==> config.mk <==
export PLATFORM = sky130hd
export DESIGN_NAME = keyed_max_priority_table
export DESIGN_NICKNAME = d
export VERILOG_FILES = /design/src/design/kmpt_pkg.sv /design/src/design/keyed_max_priority_table.sv /design/src/design/kmpt_store.sv /design/src/design/kmpt_cmp.sv
export SDC_FILE = /design/constraint.sdc
export NUM_CORES = 1
export LEC_CHECK = 0
export BUFFER_PORTS_ARGS = -buffer_cell sky130_fd_sc_hd__buf_2
export CORE_MARGIN = 2
export CORE_UTILIZATION = 45
export DETAILED_ROUTE_END_ITERATION = 7
export PLACE_DENSITY = 0.74
export SLEW_MARGIN = 5
export SYNTH_ARGS = -nofsm -noshare
export SYNTH_HDL_FRONTEND = slang
export SYNTH_SLANG_ARGS = --single-unit
==> constraint.sdc <==
create_clock -name clk -period 4.1 [get_ports clk]
set_input_delay 0.205 -clock clk [delete_from_list [all_inputs] [get_ports clk]]
set_output_delay 0.205 -clock clk [all_outputs]
set_load 0.03 [all_outputs]
==> src/design/kmpt_pkg.sv <==
// kmpt_pkg: operation and status codes and control structs for the keyed
// max priority table; no dependencies
package kmpt_pkg;

    localparam logic [1:0] OP_INSERT = 2'd0;
    localparam logic [1:0] OP_UPDATE = 2'd1;
    localparam logic [1:0] OP_PEEK   = 2'd2;
    localparam logic [1:0] OP_LIST   = 2'd3;

    localparam logic [2:0] ST_OK        = 3'd0;
    localparam logic [2:0] ST_NOT_FOUND = 3'd1;
    localparam logic [2:0] ST_FULL      = 3'd2;
    localparam logic [2:0] ST_DUPLICATE = 3'd3;
    localparam logic [2:0] ST_EMPTY     = 3'd4;

    typedef struct packed {
        logic rd_en;
        logic id_we;
        logic prio_we;
        logic set_valid;
        logic taken_clr;
        logic taken_set;
    } store_cmd_t;

    typedef struct packed {
        logic found;
        logic free_found;
        logic best_found;
    } scan_flags_t;

endpackage

==> src/design/keyed_max_priority_table.sv <==
// keyed_max_priority_table: top level sequencer of the keyed max priority
// table; uses kmpt_pkg, kmpt_store and kmpt_cmp
//
// channel  | handshake            | word
// ---------+----------------------+-----------------------------------------
// input    | in_valid / in_stall  | operation, entry_id, priority_req
// output   | out_valid / out_stall| status, out_id, out_priority, last
//
// every operation is one scan of all CAPACITY slots through the memory read
// port and the compare unit, passing through the scan, tail and result steps;
// the next word is accepted only once the sequencer is back in idle; a list of
// n entries rescans once per word emitted.
// in_stall is high from acceptance until the final result is loaded into
// the output register; a stalled output holds the sequencer in its result step
// reset clears valid bits and entry count at once; no clearing pass
module keyed_max_priority_table
    import kmpt_pkg::*;
#(
    parameter int CAPACITY      = 32,
    parameter int ID_BITS       = 16,
    parameter int PRIORITY_BITS = 8
)
(
    input  logic                     clk,
    input  logic                     rst_n,
    input  logic                     in_valid,
    output logic                     in_stall,
    input  logic [1:0]               operation,
    input  logic [ID_BITS-1:0]       entry_id,
    input  logic [PRIORITY_BITS-1:0] priority_req,
    output logic                     out_valid,
    input  logic                     out_stall,
    output logic [2:0]               status,
    output logic [ID_BITS-1:0]       out_id,
    output logic [PRIORITY_BITS-1:0] out_priority,
    output logic                     last
);

    localparam int IDX_W = $clog2(CAPACITY);
    localparam int CNT_W = $clog2(CAPACITY + 1);

    localparam logic [1:0] S_IDLE   = 2'd0;
    localparam logic [1:0] S_SCAN   = 2'd1;
    localparam logic [1:0] S_TAIL   = 2'd2;
    localparam logic [1:0] S_RESULT = 2'd3;

    logic [1:0]               state_reg;
    logic [1:0]               state_next;
    logic [IDX_W-1:0]         scan_reg;
    logic [IDX_W-1:0]         scan_next;
    logic [CNT_W-1:0]         count_reg;
    logic [CNT_W-1:0]         count_next;
    logic [CNT_W-1:0]         remain_reg;
    logic [CNT_W-1:0]         remain_next;
    logic [1:0]               op_reg;
    logic [ID_BITS-1:0]       key_reg;
    logic [PRIORITY_BITS-1:0] prio_reg;

    logic                     out_valid_reg;
    logic                     out_valid_next;
    logic [2:0]               status_reg;
    logic [ID_BITS-1:0]       out_id_reg;
    logic [PRIORITY_BITS-1:0] out_prio_reg;
    logic                     last_reg;

    logic                     accept;
    logic                     out_free;
    logic                     load;
    logic                     start;
    logic [2:0]               res_status;
    logic [ID_BITS-1:0]       res_id;
    logic [PRIORITY_BITS-1:0] res_prio;
    logic                     res_last;

    store_cmd_t               cmd;
    logic [IDX_W-1:0]         wr_idx;

    logic                     rd_vld;
    logic [IDX_W-1:0]         rd_idx_q;
    logic [ID_BITS-1:0]       rd_id;
    logic [PRIORITY_BITS-1:0] rd_prio;
    logic                     rd_used;
    logic                     rd_live;
    scan_flags_t              flags;
    logic [IDX_W-1:0]         found_idx;
    logic [IDX_W-1:0]         free_idx;
    logic [IDX_W-1:0]         best_idx;
    logic [ID_BITS-1:0]       best_id;
    logic [PRIORITY_BITS-1:0] best_prio;

    assign accept   = in_valid & ~in_stall;
    assign in_stall = (state_reg != S_IDLE);
    assign out_free = ~out_valid_reg | ~out_stall;

    always_comb
    begin
        state_next  = state_reg;
        scan_next   = scan_reg;
        count_next  = count_reg;
        remain_next = remain_reg;
        cmd         = '0;
        wr_idx      = free_idx;
        load        = 1'b0;
        start       = 1'b0;
        res_status  = ST_OK;
        res_id      = key_reg;
        res_prio    = prio_reg;
        res_last    = 1'b1;

        unique case (op_reg)
            OP_INSERT:
            begin
                if (flags.found)
                begin
                    res_status = ST_DUPLICATE;
                    res_prio   = '0;
                end
                else if (!flags.free_found)
                begin
                    res_status = ST_FULL;
                    res_prio   = '0;
                end
            end
            OP_UPDATE:
            begin
                wr_idx = found_idx;
                if (!flags.found)
                begin
                    res_status = ST_NOT_FOUND;
                    res_prio   = '0;
                end
            end
            OP_PEEK, OP_LIST:
            begin
                if (!flags.best_found)
                begin
                    res_status = ST_EMPTY;
                    res_id     = '0;
                    res_prio   = '0;
                end
                else
                begin
                    res_id   = best_id;
                    res_prio = best_prio;
                    res_last = (op_reg == OP_PEEK) || (remain_reg <= CNT_W'(1));
                end
            end
            default:
            begin
                res_status = ST_OK;
            end
        endcase

        unique case (state_reg)
            S_IDLE:
            begin
                if (accept)
                begin
                    start         = 1'b1;
                    scan_next     = '0;
                    remain_next   = count_reg;
                    cmd.taken_clr = 1'b1;
                    state_next    = S_SCAN;
                end
            end
            S_SCAN:
            begin
                cmd.rd_en = 1'b1;
                if (scan_reg == IDX_W'(CAPACITY - 1))
                begin
                    state_next = S_TAIL;
                end
                else
                begin
                    scan_next = scan_reg + IDX_W'(1);
                end
            end
            S_TAIL:
            begin
                state_next = S_RESULT;
            end
            S_RESULT:
            begin
                if (out_free)
                begin
                    load       = 1'b1;
                    state_next = S_IDLE;
                    if (op_reg == OP_INSERT && !flags.found && flags.free_found)
                    begin
                        cmd.id_we     = 1'b1;
                        cmd.prio_we   = 1'b1;
                        cmd.set_valid = 1'b1;
                        count_next    = count_reg + CNT_W'(1);
                    end
                    if (op_reg == OP_UPDATE && flags.found)
                    begin
                        cmd.prio_we = 1'b1;
                    end
                    // rescan for the next entry of a list
                    if (op_reg == OP_LIST && !res_last)
                    begin
                        cmd.taken_set = 1'b1;
                        remain_next   = remain_reg - CNT_W'(1);
                        start         = 1'b1;
                        scan_next     = '0;
                        state_next    = S_SCAN;
                    end
                end
            end
            default:
            begin
                state_next = S_IDLE;
            end
        endcase

        if (load)
        begin
            out_valid_next = 1'b1;
        end
        else
        begin
            out_valid_next = out_valid_reg & out_stall;
        end
    end

    always_ff @(posedge clk or negedge rst_n)
    begin
        if (!rst_n)
        begin
            state_reg     <= S_IDLE;
            scan_reg      <= '0;
            count_reg     <= '0;
            remain_reg    <= '0;
            out_valid_reg <= 1'b0;
        end
        else
        begin
            state_reg     <= state_next;
            scan_reg      <= scan_next;
            count_reg     <= count_next;
            remain_reg    <= remain_next;
            out_valid_reg <= out_valid_next;
        end
    end

    always_ff @(posedge clk)
    begin
        if (accept)
        begin
            op_reg   <= operation;
            key_reg  <= entry_id;
            prio_reg <= priority_req;
        end
        if (load)
        begin
            status_reg   <= res_status;
            out_id_reg   <= res_id;
            out_prio_reg <= res_prio;
            last_reg     <= res_last;
        end
    end

    kmpt_store #(
        .CAPACITY      (CAPACITY),
        .ID_BITS       (ID_BITS),
        .PRIORITY_BITS (PRIORITY_BITS)
    ) u_store (
        .clk       (clk),
        .rst_n     (rst_n),
        .cmd       (cmd),
        .rd_idx    (scan_reg),
        .wr_idx    (wr_idx),
        .wr_id     (key_reg),
        .wr_prio   (prio_reg),
        .taken_idx (best_idx),
        .rd_vld    (rd_vld),
        .rd_idx_q  (rd_idx_q),
        .rd_id     (rd_id),
        .rd_prio   (rd_prio),
        .rd_used   (rd_used),
        .rd_live   (rd_live)
    );

    kmpt_cmp #(
        .IDX_W         (IDX_W),
        .ID_BITS       (ID_BITS),
        .PRIORITY_BITS (PRIORITY_BITS)
    ) u_cmp (
        .clk       (clk),
        .rst_n     (rst_n),
        .start     (start),
        .key_id    (key_reg),
        .rd_vld    (rd_vld),
        .rd_idx    (rd_idx_q),
        .rd_id     (rd_id),
        .rd_prio   (rd_prio),
        .rd_used   (rd_used),
        .rd_live   (rd_live),
        .flags     (flags),
        .found_idx (found_idx),
        .free_idx  (free_idx),
        .best_idx  (best_idx),
        .best_id   (best_id),
        .best_prio (best_prio)
    );

    assign out_valid    = out_valid_reg;
    assign status       = status_reg;
    assign out_id       = out_id_reg;
    assign out_priority = out_prio_reg;
    assign last         = last_reg;

endmodule

==> src/design/kmpt_store.sv <==
// kmpt_store: slot id and priority memories with registered read, plus
// per-slot valid and taken flops; depends on kmpt_pkg
module kmpt_store
    import kmpt_pkg::*;
#(
    parameter int CAPACITY      = 32,
    parameter int ID_BITS       = 16,
    parameter int PRIORITY_BITS = 8
)
(
    input  logic                         clk,
    input  logic                         rst_n,
    input  store_cmd_t                   cmd,
    input  logic [$clog2(CAPACITY)-1:0]  rd_idx,
    input  logic [$clog2(CAPACITY)-1:0]  wr_idx,
    input  logic [ID_BITS-1:0]           wr_id,
    input  logic [PRIORITY_BITS-1:0]     wr_prio,
    input  logic [$clog2(CAPACITY)-1:0]  taken_idx,
    output logic                         rd_vld,
    output logic [$clog2(CAPACITY)-1:0]  rd_idx_q,
    output logic [ID_BITS-1:0]           rd_id,
    output logic [PRIORITY_BITS-1:0]     rd_prio,
    output logic                         rd_used,
    output logic                         rd_live
);

    localparam int IDX_W = $clog2(CAPACITY);

    logic [ID_BITS-1:0]       mem_id   [CAPACITY];
    logic [PRIORITY_BITS-1:0] mem_prio [CAPACITY];

    logic [CAPACITY-1:0]      valid_reg;
    logic [CAPACITY-1:0]      valid_next;
    logic [CAPACITY-1:0]      taken_reg;
    logic [CAPACITY-1:0]      taken_next;
    logic                     rd_vld_reg;
    logic [IDX_W-1:0]         rd_idx_reg;
    logic [ID_BITS-1:0]       rd_id_reg;
    logic [PRIORITY_BITS-1:0] rd_prio_reg;
    logic                     rd_used_reg;
    logic                     rd_live_reg;

    always_ff @(posedge clk)
    begin
        if (cmd.id_we)
        begin
            mem_id[wr_idx] <= wr_id;
        end
        if (cmd.prio_we)
        begin
            mem_prio[wr_idx] <= wr_prio;
        end
        rd_id_reg   <= mem_id[rd_idx];
        rd_prio_reg <= mem_prio[rd_idx];
        rd_idx_reg  <= rd_idx;
        rd_used_reg <= valid_reg[rd_idx];
        rd_live_reg <= valid_reg[rd_idx] & ~taken_reg[rd_idx];
    end

    always_comb
    begin
        valid_next = valid_reg;
        taken_next = taken_reg;
        if (cmd.set_valid)
        begin
            valid_next[wr_idx] = 1'b1;
        end
        if (cmd.taken_clr)
        begin
            taken_next = '0;
        end
        else if (cmd.taken_set)
        begin
            taken_next[taken_idx] = 1'b1;
        end
    end

    always_ff @(posedge clk or negedge rst_n)
    begin
        if (!rst_n)
        begin
            valid_reg  <= '0;
            taken_reg  <= '0;
            rd_vld_reg <= 1'b0;
        end
        else
        begin
            valid_reg  <= valid_next;
            taken_reg  <= taken_next;
            rd_vld_reg <= cmd.rd_en;
        end
    end

    assign rd_vld   = rd_vld_reg;
    assign rd_idx_q = rd_idx_reg;
    assign rd_id    = rd_id_reg;
    assign rd_prio  = rd_prio_reg;
    assign rd_used  = rd_used_reg;
    assign rd_live  = rd_live_reg;

endmodule

==> src/design/kmpt_cmp.sv <==
// kmpt_cmp: shared compare unit, one slot per cycle; tracks id match,
// first free slot and running maximum; depends on kmpt_pkg
module kmpt_cmp
    import kmpt_pkg::*;
#(
    parameter int IDX_W         = 5,
    parameter int ID_BITS       = 16,
    parameter int PRIORITY_BITS = 8
)
(
    input  logic                     clk,
    input  logic                     rst_n,
    input  logic                     start,
    input  logic [ID_BITS-1:0]       key_id,
    input  logic                     rd_vld,
    input  logic [IDX_W-1:0]         rd_idx,
    input  logic [ID_BITS-1:0]       rd_id,
    input  logic [PRIORITY_BITS-1:0] rd_prio,
    input  logic                     rd_used,
    input  logic                     rd_live,
    output scan_flags_t              flags,
    output logic [IDX_W-1:0]         found_idx,
    output logic [IDX_W-1:0]         free_idx,
    output logic [IDX_W-1:0]         best_idx,
    output logic [ID_BITS-1:0]       best_id,
    output logic [PRIORITY_BITS-1:0] best_prio
);

    scan_flags_t              flags_reg;
    scan_flags_t              flags_next;
    logic [IDX_W-1:0]         found_idx_reg;
    logic [IDX_W-1:0]         free_idx_reg;
    logic [IDX_W-1:0]         best_idx_reg;
    logic [ID_BITS-1:0]       best_id_reg;
    logic [PRIORITY_BITS-1:0] best_prio_reg;
    logic                     hit;
    logic                     free_hit;
    logic                     best_hit;

    always_comb
    begin
        hit      = rd_vld & rd_used & (rd_id == key_id) & ~flags_reg.found;
        free_hit = rd_vld & ~rd_used & ~flags_reg.free_found;
        // strict compare keeps the lower slot on a tie
        best_hit = rd_vld & rd_live & (~flags_reg.best_found | (rd_prio > best_prio_reg));
        flags_next = flags_reg;
        if (start)
        begin
            flags_next = '0;
        end
        else
        begin
            if (hit)
            begin
                flags_next.found = 1'b1;
            end
            if (free_hit)
            begin
                flags_next.free_found = 1'b1;
            end
            if (best_hit)
            begin
                flags_next.best_found = 1'b1;
            end
        end
    end

    always_ff @(posedge clk or negedge rst_n)
    begin
        if (!rst_n)
        begin
            flags_reg <= '0;
        end
        else
        begin
            flags_reg <= flags_next;
        end
    end

    always_ff @(posedge clk)
    begin
        if (!start && hit)
        begin
            found_idx_reg <= rd_idx;
        end
        if (!start && free_hit)
        begin
            free_idx_reg <= rd_idx;
        end
        if (!start && best_hit)
        begin
            best_idx_reg  <= rd_idx;
            best_id_reg   <= rd_id;
            best_prio_reg <= rd_prio;
        end
    end

    assign flags     = flags_reg;
    assign found_idx = found_idx_reg;
    assign free_idx  = free_idx_reg;
    assign best_idx  = best_idx_reg;
    assign best_id   = best_id_reg;
    assign best_prio = best_prio_reg;

endmodule
# == Word-level counts from Yosys, hierarchy flattened ==
# Memories as Yosys holds them, arrays and structs flattened. A register that Yosys moved wholly into a read port is not among the register bits.
# Cells that the tools add are included.
# W data, S select, Z words.
# totals
elab_cells,161
mem_count,2
input_bits,30
mem_bits_rw,768
out_inout_bits,30
regBits,188
# op_classes
reduce_logical,27
n_eq_ne,13
mux,61
n_bitwise,22
add_sub_neg,3
n_lt_le_gt_ge,7
# memory_table
name,depth,word_bits,read_ports,rd_clocked_by_memory_dff,write_ports,line,text
u_store.mem_id,32,16,1,1,1,kmpt_store.sv:29,logic [ID_BITS-1:0] mem_id [CAPACITY];
u_store.mem_prio,32,8,1,1,1,kmpt_store.sv:30,logic [PRIORITY_BITS-1:0] mem_prio [CAPACITY];
# op_table
op,n
$mux W32,2
$or A32 B32 Y32,2
$mux W16,2
$mux W8,4
$mux W1,25
$mux W5,5
$pmux W8 S3,1
$lt A5 B6 Y1 const B,3
$mux W6,3
$eq A16 B16 Y1,1
$mux W3,5
$pmux W5 S3,1
$pmux W6 S2,1
$reduce_bool A2 Y1,6
$and A1 B1 Y1,10
$bmux W1 S5,2
$demux W1 S5,2
$ge A5 B1 Y1 const B,2
$mux W2,5
$ne A2 B2 Y1 const B,5
$logic_and A1 B1 Y1,9
$pmux W3 S3,1
$eq A2 B2 Y1 const B,4
$gt A8 B8 Y1,1
other kinds (18),31

# == Depth between registers and ports, before layout ==
# depth
depth_word,11
depth_mapped,9

# == Cells and area by module ==
# From an unflattened synthesis, not the netlist that was laid out.
# unflattened
hier_cells,1858
hier_area_um2,38190.4
# modules_own_cells
mod,cells_each,area_each_um2,n_inst
kmpt_store,1493,33145.5,1
keyed_max_priority_table,261,3334.4,1
kmpt_cmp,104,1710.4,1

# == Worst setup path after synthesis ==
# No wires, ideal clock.
# synth_path
path_kind,register -> register
start,reg state_reg[0]
end,"mem u_store.mem_id[20][0], enable pin"
path_slack_ns,-0.129
path_stages_with_launch,9
t_arrival_ns,3.841
setup_time_ns,0.388
path_cell_list,dfrtp_1 ha_1 a21boi_1 and3_1 buf_2 nand2b_1 clkbuf_1 clkbuf_1 nor2_1
# synth_between
elab_chain_cells,4
# synth_lines
item,line,text
from (decl),keyed_max_priority_table.sv:47,logic [1:0] state_reg;
from (signal assigned),keyed_max_priority_table.sv:238,state_reg <= state_next;
$eq A2 B2 Y1,keyed_max_priority_table.sv:154,unique case (state_reg)
$mux W3,keyed_max_priority_table.sv:154,
$mux W1,kmpt_store.sv:45,if (cmd.id_we)
$mux W1 (not written as such),kmpt_store.sv:47,mem_id[wr_idx] <= wr_id;
to (decl),kmpt_store.sv:29,
# No other way between the ends.

# == Worst setup path after layout ==
# layout_path
start,reg state_reg[0]
end,"mem u_store.mem_prio[13][5], enable pin"
# layout_between
elab_chain_cells,4
# layout_lines
item,line,text
$eq A2 B2 Y1,keyed_max_priority_table.sv:154,
$mux W3,keyed_max_priority_table.sv:154,
$mux W1,kmpt_store.sv:49,if (cmd.prio_we)
$mux W1 (not written as such),kmpt_store.sv:51,mem_prio[wr_idx] <= wr_prio;
to (decl),kmpt_store.sv:30,
# No other way between the ends.

==> impl_results.md <==
- Crit-path max FO: 18
- Dominant synthesized flop cell: edfxtp_1
- R2R depth: 4
- Die Y: 293.7 um
- CTS tree: done
- Final wirelength: 84590 um
- Core Rows: 106
- Slowest CP cell: nor2_1
- Library cells used by synthesis: 54
- Initial DRC count: 2438
- Routed length on met3: 6574 um
- Gpl congestion: 0.8404
- Layout cell share with drive strength beyond 1: 0.2894
- Static leakage: 13.88 nW
- DR pass1 iterations: 5
- Placed inst area: 39810 um2
- CORE AREA: 83420 um2
- Achievable frequency: 296.8 MHz
- Initial Util: 0.4527
- Area share of the largest cell type after synthesis: 0.6846
- Yosys reg bits: 980
- Top post-synthesis cells by area: edfxtp_1 (68%), mux4_2 (15%), dfrtp_1 (5.8%)
- Antenna diode count: 0
- CTS HTree Levels: 3
- Area grow syn2layout: 14.06%
- Cell accounting for the most synthesized area: edfxtp_1
- Clk pin slew, worst setup/hold paths: 0.06 ns
- CTS sink cnt: 980
- Max layer used: met4
- Overall routing resource usage: 0.1989
- Nets: 2039
- Count leader, synth: edfxtp_1
- I/O pins: 60
- WP depth: 4
- Via count: 18700
- Critical path capture point type: register
- Multi-input gate area: 8642 um2
- Final Core Density: 0.5164
- Largest register FFs: 512
- Crit Path Category: reg -> reg
- Met1 WL: 34240 um
- Fin. Hold Viols: 0
- Max Cap Viol: 0
- # resized after CTS: 0
- PD cells: 576.6 nW/um2
- Clock Tree Buf Depth: 3
- Relative slew margins: 0.1277
- Die area: 86260 um2
- Antenna-violating nets left: 0
- Number of enable flip-flop cells after synthesis: 861
- Crit path launch type: register
- Min-Delay Path Class: in -> async
- Number of global-route vias before repair: 19040
- Worst endpoint data arrival time: 3.65 ns
- WL/cell: 26.85 um
- TritonCTS Buffers: 92
- FFs w/ async S/R, synth: 0.08980
- Congestion Overflow GR: 0
- Setup TNS: 0 ns
- Outcome: completed
- Die width: 293.7 um
- Max-slew violations: 0
- Antenna violations before repair: 0
- Delay of the slowest critical-path stage: 0.79 ns
- Reg with most FFs: u_store.mem_id
- Worst vdd ir: 0.4116 mV
- DR vias/cell: 5.938
- Syn Area/Cell: 20.76 um2
- Slew @ Worst Pin: 1.308 ns
- Synth warn: 0
- Storage element area: 28690 um2
- Port Buf Inserts: 59
- Min Tclk post-route: 3.369 ns
- CP top delay family: simple AND/OR/NAND/NOR gates
- Largest net degree at the start of global routing: 59
- Dpl hpwl: 49380 um
- Met2 wire len: 41760 um
- CP cell instances: ha_1, a21boi_4, nand3_1, nor2_1
- Post-synthesis sequential area ratio: 0.7594
- Layout fillers: 6336
- Clk_lat worst skew: 0.67 ns
- Period utilization: 0.8218
- Most frequent cells after synthesis: edfxtp_1 (861), mux4_2 (254), nor2_1 (115)
- Final setup violation count: 0
- Worst Path Required: 4.38 ns
- Global-route wire length before repair: 126100 um
- DRC errors left: 0
- Critical path buffers and inverters: 0
- Biggest regs: u_store.mem_id: 512 flops, u_store.mem_prio: 256 flops
- Mapped cell area: 37760 um2
- Net Count, Synth: 1867
- Final Cell Area: 43080 um2
- RSZ-0062 raised after global routing: no
- CTS root buffer: clkbuf_16
- Cells after Synth: 1819
- Worst Skew: 0.03836 ns
==> cell families after synthesis <==
logic type	share of synthesized area
xor+xnor	0.005102
fa+ha+maj	0.005964
buf+inv	0.01421
flops	0.7594
mux	0.1625
simple gates	0.02790
compound gates	0.02495
==> area by class of cell <==
class / instances / share of cell area
Multi-Input combinational cell: 711 / 0.2006
Clock inverter: 58 / 0.01359
Tap cell: 1080 / 0.03137
Inverter: 37 / 0.003224
Timing Repair Buffer: 169 / 0.02945
Clock buffer: 115 / 0.05568
Sequential cell: 980 / 0.6661
==> routing by layer <==
metal | up-vias | track usage
met2 | 949 | 0.3250
li1 | 7742 | -
met3 | 126 | 0.03301
met5 | - | 0
met1 | 9887 | 0.2802
met4 | 0 | 0.05314
==> path summary, 6_finish.rpt <==
path	slack, ns	startpoint	to
min reg2reg	0.46	u_store.rd_id[7]$_DFF_P_	u_cmp.best_id[7]$_DFFE_PP_
min	0.02	rst_n	out_valid$_DFF_PN0_
max in group asynchronous	2.97	rst_n	u_store.valid_reg[21]$_DFFE_PN0P_
max reg2reg	0.73	state_reg[0]$_DFFE_PN0P_	u_store.mem_prio[13][5]$_DFFE_PP_
max	0.73	state_reg[0]$_DFFE_PN0P_	u_store.mem_prio[13][5]$_DFFE_PP_
min in group clk	0.15	in_valid	u_cmp.flags[0]$_DFFE_PN0P_
==> per-stage QoR <==
stage / power (mW) / setup WS, ns / instances / hold slack (ns)
after global placement: 16.51 / 0.9541 / 2949 / 0.1561
after global routing: 25.65 / 0.5877 / 3150 / 0.05719
after CTS: 24.96 / 0.7867 / 3150 / 0.01495
after floorplan: 15.19 / 0.5649 / 1819 / -0.09059
final: 24.84 / 0.7305 / 3150 / 0.02283
after detailed placement: 16.64 / 0.8178 / 2949 / 0.1633
==> cells in the final DEF, fill, tap and decap left out, types with 14 or more instances in the layout <==
cell type	instances
a21oi_1	48
buf_2	58
buf_4	77
clkbuf_1	22
clkbuf_16	92
clkinv_1	22
clkinv_2	14
dfrtp_1	83
dfxtp_1	31
dlygate4sd3_1	28
edfxtp_1	861
ha_1	18
inv_1	35
mux2_2	29
mux4_2	254
nand2_1	45
nor2_1	83
nor2_2	32
o21ai_0	33
o21bai_1	32
==> what timing repair did <==
action                    CTS  global route
buffers inserted            0             0
hold endpoints to repair   57             0
hold buffers               28             0
==> report_power, final <==
group,switching [mW],internal (mW),total [mW],leakage (nW)
clock network,3.71,4.65,8.37,1.44
logic,2.36,1.94,4.30,3.23
registers,0.529,11.6,12.2,9.22
(Power assumes the default switching activity.)
